===== src/hdl/rpn_pkg.sv =====
// shared types and token / status codes of the rpn stack evaluator
package rpn_pkg;

    localparam int DATA_W = 32;
    localparam int FUNC_W = 3;

    localparam logic [FUNC_W-1:0] FUNC_PUSH = 3'd0;
    localparam logic [FUNC_W-1:0] FUNC_ADD  = 3'd1;
    localparam logic [FUNC_W-1:0] FUNC_SUB  = 3'd2;
    localparam logic [FUNC_W-1:0] FUNC_MUL  = 3'd3;
    localparam logic [FUNC_W-1:0] FUNC_DIV  = 3'd4;

    typedef enum logic [1:0] {
        ST_OK        = 2'd0,
        ST_UNDERFLOW = 2'd1,
        ST_OVERFLOW  = 2'd2,
        ST_DIVZERO   = 2'd3
    } status_t;

    typedef enum logic [2:0] {
        S_IDLE,
        S_DECODE,
        S_EXEC,
        S_DIV,
        S_DIV_FIX,
        S_WRITE,
        S_FINISH
    } seq_state_t;

endpackage


===== src/hdl/rpn_ram.sv =====
// generic single write port, single read port ram with registered read
module rpn_ram #(
    parameter int WIDTH = 32,
    parameter int DEPTH = 64,
    localparam int AW = (DEPTH > 1) ? $clog2(DEPTH) : 1
) (
    input  logic             aclk,
    input  logic             wr_en,
    input  logic [AW-1:0]    wr_addr,
    input  logic [WIDTH-1:0] wr_data,
    input  logic             rd_en,
    input  logic [AW-1:0]    rd_addr,
    output logic [WIDTH-1:0] rd_data
);

    logic [WIDTH-1:0] mem [DEPTH];

    always_ff @(posedge aclk) begin
        if (wr_en) begin
            mem[wr_addr] <= wr_data;
        end
        if (rd_en) begin
            rd_data <= mem[rd_addr];
        end
    end

endmodule


===== src/hdl/rpn_stack_evaluator_core.sv =====
// rpn stack evaluator: token sequencer, operand stack and shared alu / divider
// push and ignored tokens go decode, finish; add / sub / mul go decode, execute, write, finish
// divide goes decode, operand read, 32 radix-2 divider iterations, sign fix, write, finish
// one token in flight at a time; s_ready is high only while the sequencer is idle
// a result is presented the cycle after the last token finishes and is held until taken
// synchronous active-low reset clears sequencer, depth, status and m_valid; stack ram untouched
module rpn_stack_evaluator_core #(
    parameter int STACK_DEPTH = 64
) (
    input  logic               aclk,
    input  logic               aresetn,
    // token channel
    input  logic               s_valid,
    output logic               s_ready,
    input  logic [2:0]         s_func,
    input  logic signed [31:0] s_operand_value,
    input  logic               s_end_of_expression,
    // result channel
    output logic               m_valid,
    input  logic               m_ready,
    output logic signed [31:0] m_result_value,
    output logic [1:0]         m_status
);

    localparam int AW = (STACK_DEPTH > 1) ? $clog2(STACK_DEPTH) : 1;
    localparam int DW = $clog2(STACK_DEPTH + 1);
    localparam int DATA_W = rpn_pkg::DATA_W;
    localparam int CNT_W = $clog2(DATA_W);

    // sequencer and control state
    rpn_pkg::seq_state_t state_reg, state_next;
    logic [DW-1:0]       depth_reg, depth_next;
    rpn_pkg::status_t    sticky_reg, sticky_next;
    logic                m_valid_reg, m_valid_next;

    // latched token
    logic [2:0]          func_reg, func_next;
    logic [DATA_W-1:0]   value_reg, value_next;
    logic                eoe_reg, eoe_next;

    // top of stack copy, so only the left operand needs a ram read
    logic [DATA_W-1:0]   tos_reg, tos_next;
    logic [DATA_W-1:0]   res_reg, res_next;

    // divider working registers
    logic [DATA_W-1:0]   rem_reg, rem_next;
    logic [DATA_W-1:0]   quo_reg, quo_next;
    logic [DATA_W-1:0]   dvs_reg, dvs_next;
    logic [CNT_W-1:0]    cnt_reg, cnt_next;
    logic                neg_reg, neg_next;

    // output registers
    logic [DATA_W-1:0]   out_value_reg, out_value_next;
    rpn_pkg::status_t    out_status_reg, out_status_next;

    // stack ram ports
    logic                ram_wr_en;
    logic [AW-1:0]       ram_wr_addr;
    logic [DATA_W-1:0]   ram_wr_data;
    logic                ram_rd_en;
    logic [AW-1:0]       ram_rd_addr;
    logic [DATA_W-1:0]   ram_rd_data;

    // helpers
    logic [DW-1:0]       depth_m2;
    logic                s_fire;
    logic                out_free;
    logic                stack_full;
    logic                too_few;
    logic [DATA_W-1:0]   left_op;
    logic [DATA_W-1:0]   right_op;
    logic [DATA_W:0]     rem_shift;
    logic [DATA_W:0]     rem_diff;

    assign s_fire     = s_valid && s_ready;
    assign out_free   = !m_valid_reg || m_ready;
    assign depth_m2   = depth_reg - DW'(2);
    assign stack_full = depth_reg >= DW'(STACK_DEPTH);
    assign too_few    = depth_reg < DW'(2);
    assign left_op    = ram_rd_data;
    assign right_op   = tos_reg;

    // one radix-2 restoring step
    assign rem_shift  = {rem_reg, quo_reg[DATA_W-1]};
    assign rem_diff   = rem_shift - {1'b0, dvs_reg};

    rpn_ram #(
        .WIDTH (DATA_W),
        .DEPTH (STACK_DEPTH)
    ) u_stack_ram (
        .aclk    (aclk),
        .wr_en   (ram_wr_en),
        .wr_addr (ram_wr_addr),
        .wr_data (ram_wr_data),
        .rd_en   (ram_rd_en),
        .rd_addr (ram_rd_addr),
        .rd_data (ram_rd_data)
    );

    // next state
    always_comb begin
        state_next = state_reg;
        unique case (state_reg)
            rpn_pkg::S_IDLE: begin
                if (s_fire) begin
                    state_next = rpn_pkg::S_DECODE;
                end
            end
            rpn_pkg::S_DECODE: begin
                // error already latched, push, unused code or underflow finish at once
                priority if (sticky_reg != rpn_pkg::ST_OK) begin
                    state_next = rpn_pkg::S_FINISH;
                end else if (func_reg == rpn_pkg::FUNC_PUSH) begin
                    state_next = rpn_pkg::S_FINISH;
                end else if (func_reg > rpn_pkg::FUNC_DIV) begin
                    state_next = rpn_pkg::S_FINISH;
                end else if (too_few) begin
                    state_next = rpn_pkg::S_FINISH;
                end else begin
                    state_next = rpn_pkg::S_EXEC;
                end
            end
            rpn_pkg::S_EXEC: begin
                if (func_reg == rpn_pkg::FUNC_DIV) begin
                    state_next = (right_op == '0) ? rpn_pkg::S_FINISH : rpn_pkg::S_DIV;
                end else begin
                    state_next = rpn_pkg::S_WRITE;
                end
            end
            rpn_pkg::S_DIV: begin
                if (cnt_reg == CNT_W'(DATA_W - 1)) begin
                    state_next = rpn_pkg::S_DIV_FIX;
                end
            end
            rpn_pkg::S_DIV_FIX: begin
                state_next = rpn_pkg::S_WRITE;
            end
            rpn_pkg::S_WRITE: begin
                state_next = rpn_pkg::S_FINISH;
            end
            rpn_pkg::S_FINISH: begin
                // a last token waits here until the output register is free
                if (!eoe_reg || out_free) begin
                    state_next = rpn_pkg::S_IDLE;
                end
            end
            default: begin
                state_next = rpn_pkg::S_IDLE;
            end
        endcase
    end

    // datapath and outputs
    always_comb begin
        depth_next      = depth_reg;
        sticky_next     = sticky_reg;
        func_next       = func_reg;
        value_next      = value_reg;
        eoe_next        = eoe_reg;
        tos_next        = tos_reg;
        res_next        = res_reg;
        rem_next        = rem_reg;
        quo_next        = quo_reg;
        dvs_next        = dvs_reg;
        cnt_next        = cnt_reg;
        neg_next        = neg_reg;
        out_value_next  = out_value_reg;
        out_status_next = out_status_reg;
        ram_wr_en       = 1'b0;
        ram_wr_addr     = depth_reg[AW-1:0];
        ram_wr_data     = value_reg;
        ram_rd_en       = 1'b0;
        ram_rd_addr     = depth_m2[AW-1:0];

        // result register drains on a taken transaction
        m_valid_next = m_valid_reg && !m_ready;

        unique case (state_reg)
            rpn_pkg::S_IDLE: begin
                if (s_fire) begin
                    func_next  = s_func;
                    value_next = s_operand_value;
                    eoe_next   = s_end_of_expression;
                end
            end
            rpn_pkg::S_DECODE: begin
                priority if (sticky_reg != rpn_pkg::ST_OK) begin
                    // token ignored
                end else if (func_reg == rpn_pkg::FUNC_PUSH) begin
                    if (stack_full) begin
                        sticky_next = rpn_pkg::ST_OVERFLOW;
                    end else begin
                        ram_wr_en  = 1'b1;
                        tos_next   = value_reg;
                        depth_next = depth_reg + DW'(1);
                    end
                end else if (func_reg > rpn_pkg::FUNC_DIV) begin
                    // unused code, token ignored
                end else if (too_few) begin
                    sticky_next = rpn_pkg::ST_UNDERFLOW;
                end else begin
                    // fetch the left operand, the right one is the top copy
                    ram_rd_en = 1'b1;
                end
            end
            rpn_pkg::S_EXEC: begin
                unique case (func_reg)
                    rpn_pkg::FUNC_ADD: res_next = left_op + right_op;
                    rpn_pkg::FUNC_SUB: res_next = left_op - right_op;
                    rpn_pkg::FUNC_MUL: res_next = left_op * right_op;
                    default: begin
                        // divide: work on magnitudes, fix the sign at the end
                        if (right_op == '0) begin
                            sticky_next = rpn_pkg::ST_DIVZERO;
                        end else begin
                            rem_next = '0;
                            quo_next = left_op[DATA_W-1] ? (DATA_W'(0) - left_op) : left_op;
                            dvs_next = right_op[DATA_W-1] ? (DATA_W'(0) - right_op)
                                                          : right_op;
                            neg_next = left_op[DATA_W-1] ^ right_op[DATA_W-1];
                            cnt_next = '0;
                        end
                    end
                endcase
            end
            rpn_pkg::S_DIV: begin
                if (!rem_diff[DATA_W]) begin
                    rem_next = rem_diff[DATA_W-1:0];
                    quo_next = {quo_reg[DATA_W-2:0], 1'b1};
                end else begin
                    rem_next = rem_shift[DATA_W-1:0];
                    quo_next = {quo_reg[DATA_W-2:0], 1'b0};
                end
                cnt_next = cnt_reg + CNT_W'(1);
            end
            rpn_pkg::S_DIV_FIX: begin
                res_next = neg_reg ? (DATA_W'(0) - quo_reg) : quo_reg;
            end
            rpn_pkg::S_WRITE: begin
                // result replaces the left operand and becomes the new top
                ram_wr_en   = 1'b1;
                ram_wr_addr = depth_m2[AW-1:0];
                ram_wr_data = res_reg;
                tos_next    = res_reg;
                depth_next  = depth_reg - DW'(1);
            end
            rpn_pkg::S_FINISH: begin
                if (eoe_reg && out_free) begin
                    m_valid_next = 1'b1;
                    priority if (sticky_reg != rpn_pkg::ST_OK) begin
                        out_value_next  = '0;
                        out_status_next = sticky_reg;
                    end else if (depth_reg == '0) begin
                        out_value_next  = '0;
                        out_status_next = rpn_pkg::ST_UNDERFLOW;
                    end else begin
                        out_value_next  = tos_reg;
                        out_status_next = rpn_pkg::ST_OK;
                    end
                    // start a fresh expression
                    depth_next  = '0;
                    sticky_next = rpn_pkg::ST_OK;
                end
            end
            default: begin
            end
        endcase
    end

    // control registers
    always_ff @(posedge aclk) begin
        if (!aresetn) begin
            state_reg   <= rpn_pkg::S_IDLE;
            depth_reg   <= '0;
            sticky_reg  <= rpn_pkg::ST_OK;
            m_valid_reg <= 1'b0;
        end else begin
            state_reg   <= state_next;
            depth_reg   <= depth_next;
            sticky_reg  <= sticky_next;
            m_valid_reg <= m_valid_next;
        end
    end

    // payload registers, no reset needed
    always_ff @(posedge aclk) begin
        func_reg       <= func_next;
        value_reg      <= value_next;
        eoe_reg        <= eoe_next;
        tos_reg        <= tos_next;
        res_reg        <= res_next;
        rem_reg        <= rem_next;
        quo_reg        <= quo_next;
        dvs_reg        <= dvs_next;
        cnt_reg        <= cnt_next;
        neg_reg        <= neg_next;
        out_value_reg  <= out_value_next;
        out_status_reg <= out_status_next;
    end

    assign s_ready        = (state_reg == rpn_pkg::S_IDLE);
    assign m_valid        = m_valid_reg;
    assign m_result_value = out_value_reg;
    assign m_status       = out_status_reg;

endmodule


===== config.mk =====
export PLATFORM = sky130hd
export DESIGN_NAME = rpn_stack_evaluator_core
export DESIGN_NICKNAME = d
export VERILOG_FILES = /design/src/hdl/rpn_pkg.sv /design/src/hdl/rpn_ram.sv /design/src/hdl/rpn_stack_evaluator_core.sv
export SDC_FILE = /design/constraint.sdc
export NUM_CORES = 2
export LEC_CHECK = 0
export ABC_AREA = 1
export BUFFER_PORTS_ARGS = -buffer_cell sky130_fd_sc_hd__buf_2
export CAP_MARGIN = 20
export CORE_UTILIZATION = 30
export DETAILED_ROUTE_END_ITERATION = 10
export PLACE_DENSITY = 0.45
export RECOVER_POWER = 100
export SYNTH_ARGS = -nofsm -noshare
export SYNTH_HDL_FRONTEND = slang
export SYNTH_SLANG_ARGS = --single-unit

===== constraint.sdc =====
create_clock -name aclk -period 6.91 [get_ports aclk]
set_input_delay 0.691 -clock aclk [delete_from_list [all_inputs] [get_ports aclk]]
set_output_delay 0.691 -clock aclk [all_outputs]
set_load 0.005 [all_outputs]

==> flow_metrics.py <==
metrics = {
    "cts": {
        "clock-sinks": 2329,
        "cts_buffers": 271,
        "cts_tree": "done",
        "cts_root_buf": "clkbuf_16",
        "h-tree-depth": 5,
        "path_clk_slew_ps": 60,
        "cts_buffer_depth": 4,
        "clock_latency_ps": 920,
    },
    "cells_and_area": {
        "num-nets-final": 11280,
        "instances_no_fill": 15870,
        "regMostFlops": "u_stack_ram.mem",
        "drive_above_1_share": 0.09990,
        "syn_to_final_growth_pct": 15.84,
        "fillers": 37500,
        "largest_reg_flops": 2048,
        "fin_util": 0.3489,
    },
    "sta": {
        "rsz0062_at_grt": "true",
        "hold_viol": 0,
        "drv_slew": 2462,
        "finalCritPeriodShare": 0.9941,
        "slew_headroom": -0.9234,
        "finalWorstSetupSlack_ps": 40.58,
        "setup_viol": 0,
        "finClkSkew_ps": 81.74,
        "tns_ps": 0,
        "finalCriticalPeriod_ps": 6869,
        "fmax_mhz": 145.6,
        "worstMarginPinSlew_ps": 2885,
    },
    "floorplanning": {
        "die_w_um": 618.6,
        "die_area_mm2": 0.3827,
        "initial_core_util": 0.3012,
        "core.rowCount": 226,
        "core_region_area_mm2": 0.3786,
        "io_pins": 76,
        "die_h_um": 618.6,
    },
    "synthesis": {
        "yosysMostFrequentCell": "edfxtp_1",
        "netlist.top_cell.by_area": "edfxtp_1",
        "synth.cells.most_frequent": "2,316 x edfxtp_1, 1,716 x nor2_1, 1,508 x o21ai_0",
        "synth_cell_types": 60,
        "syn_area_per_cell_um2": 10.97,
        "synth_edf_count": 2316,
        "synth.cell_area_mm2": 0.1141,
        "syn_inst": 10400,
        "synth_seq_area_share": 0.6120,
        "synth_nets": 11050,
        "async_reset_ff_frac": 0,
        "synthTopCellsByArea": "edfxtp_1 61%, fa_1 7.2%, o21ai_0 6.6%",
        "yosysTopAreaCellShare": 0.6098,
        "synth_flop_cell": "edfxtp_1",
        "synth_warnings": 0,
        "ys_ff_latch": 2329,
    },
    "worst_hold_path": {
        "hold_path.startpoint": "m_ready",
        "min_path_type": "in -> reg",
        "hold_depth": 4,
    },
    "place": {
        "dpl.hpwl_um": 249200,
        "port_buffers": 75,
        "place.gp.congestion": 0.8851,
        "placed_cells": 15320,
        "dp_slack_ps": -182.0,
    },
    "detailed_routing": {
        "post_drt_wl_per_cell_um": 25.16,
        "routed-via-count": 81050,
        "ant_nets": 0,
        "viasPerCell": 5.108,
        "drt_wl_total_um": 399300,
        "remaining_drc_errors": 0,
        "drtIter0Drc": 7858,
        "dr.pass1.iters": 6,
    },
    "setup_path": {
        "worstReg2RegStart": "right_op[11]",
        "r2r_cells": 25,
        "start_kind": "flop",
        "crit_start": "right_op[11]",
        "crit_fanout": 14,
        "crit_type": "reg -> reg",
        "crit_arrival_ps": 7490,
        "crit_path_end_kind": "flop",
        "required_ps": 7530,
    },
    "run": {
        "maxCapViolCount": 51,
    },
    "global_routing": {
        "grt_first_pass_wirelength_um": 570800,
        "grt_max_degree": 161,
        "grt_use_total": 0.2035,
        "grt_pass1_vias": 79310,
        "overflow": 0,
        "antenna_found_initial": 35,
    },
    "status": {
        "violations": "max-capacitance violations, max-slew violations",
        "outcome": "complete, but fails checks",
    },
}
==> routing by layer <==
metal / vias to the layer above / GRT usage / share of wire / wire (µm)
met3: 526 / 0.02125 / 0.053 / 20960
met5: - / 0 / 0.00016 / 62
met2: 2454 / 0.3421 / 0.48 / 190300
met1: 41520 / 0.2770 / 0.44 / 174600
met4: 10 / 0.06013 / 0.033 / 13330
li1: 36540 / - / - / -
==> what timing repair did <==
item,in CTS,in global routing
pin swaps,2,74
resized for setup,19,163
hold buffers,36,0
endpoints found under the hold margin,36,0
setup endpoints to repair,9,17
buffers inserted,1,14
==> stage by stage <==
stage	hold slack, ps	instance area [µm²]
6_report	122.8	132100
5_1_grt	123.2	132100
4_1_cts	60.72	132200
3_5_place_dp	474.7	123300
3_3_place_gp	471.4	123100
2_1_floorplan	458.5	114100
==> critical path, stage by stage (launching register included) <==
cell and delay [ps]:
edfxtp_1 430, buf_12 180, buf_4 160, nand2_1 70
inv_1 50, fa_1 530, inv_1 50, fa_1 480
fa_2 420, fa_1 510, fa_2 600, inv_2 50
fa_1 550, fa_1 470, fa_1 610, ha_4 230
a21oi_2 160, o21ai_2 100, a21oi_2 120, nand3_2 120
buf_6 140, buf_6 110, a21oi_2 110, o21ai_1 90
o211ai_1 130, o21ai_1 110
==> path summary, 6_finish.rpt <==
path                               endpoint  slack (ps)
worst max register to register  res_reg[27]          40
worst min register to register  m_status[1]         490
worst min-delay path                m_valid         120
worst max-delay path            res_reg[27]          40
==> placed cells by master (no fill, tap or decap), types with 37 or more instances in the layout <==
| cell | n |
|---|---|
| edfxtp_1 | 2316 |
| nor2_1 | 1659 |
| o21ai_0 | 1496 |
| nand2_1 | 1167 |
| inv_1 | 1001 |
| o22ai_1 | 600 |
| fa_1 | 398 |
| buf_4 | 285 |
| clkbuf_16 | 274 |
| a21oi_1 | 191 |
| ha_1 | 186 |
| nand3_1 | 132 |
| clkbuf_1 | 120 |
| clkbuf_2 | 78 |
| clkinv_1 | 74 |
| xor2_1 | 69 |
| o32ai_1 | 57 |
| buf_12 | 52 |
| buf_2 | 45 |
| nor3_1 | 42 |
| nor2_4 | 40 |
| clkinv_2 | 37 |
==> logic make-up after synthesis <==
kind of cell    count (synthesis)  share of synthesized area
flops                        2329                     0.6120
compound gates               2489                     0.1203
simple gates                 3189                     0.1098
xor+xnor                      106                   0.008140
fa+ha+maj                     609                    0.09386
buf+inv                      1674                    0.05579
==> cell type report <==
cell class / instances / area, µm² / share of cell area
Antenna cell: 10 / 25.02 / 0.0001894
Clock buffer: 335 / 7086 / 0.05363
Clock inverter: 146 / 1318 / 0.009972
Inverter: 1032 / 3904 / 0.02955
Multi-Input combinational cell: 6393 / 38780 / 0.2935
Sequential cell: 2329 / 69810 / 0.5284
Tap cell: 5016 / 6276 / 0.04750
Timing Repair Buffer: 606 / 4917 / 0.03722
Power is not shown: default switching activity piles up to over one toggle a cycle in this logic, so the estimate is an artifact.
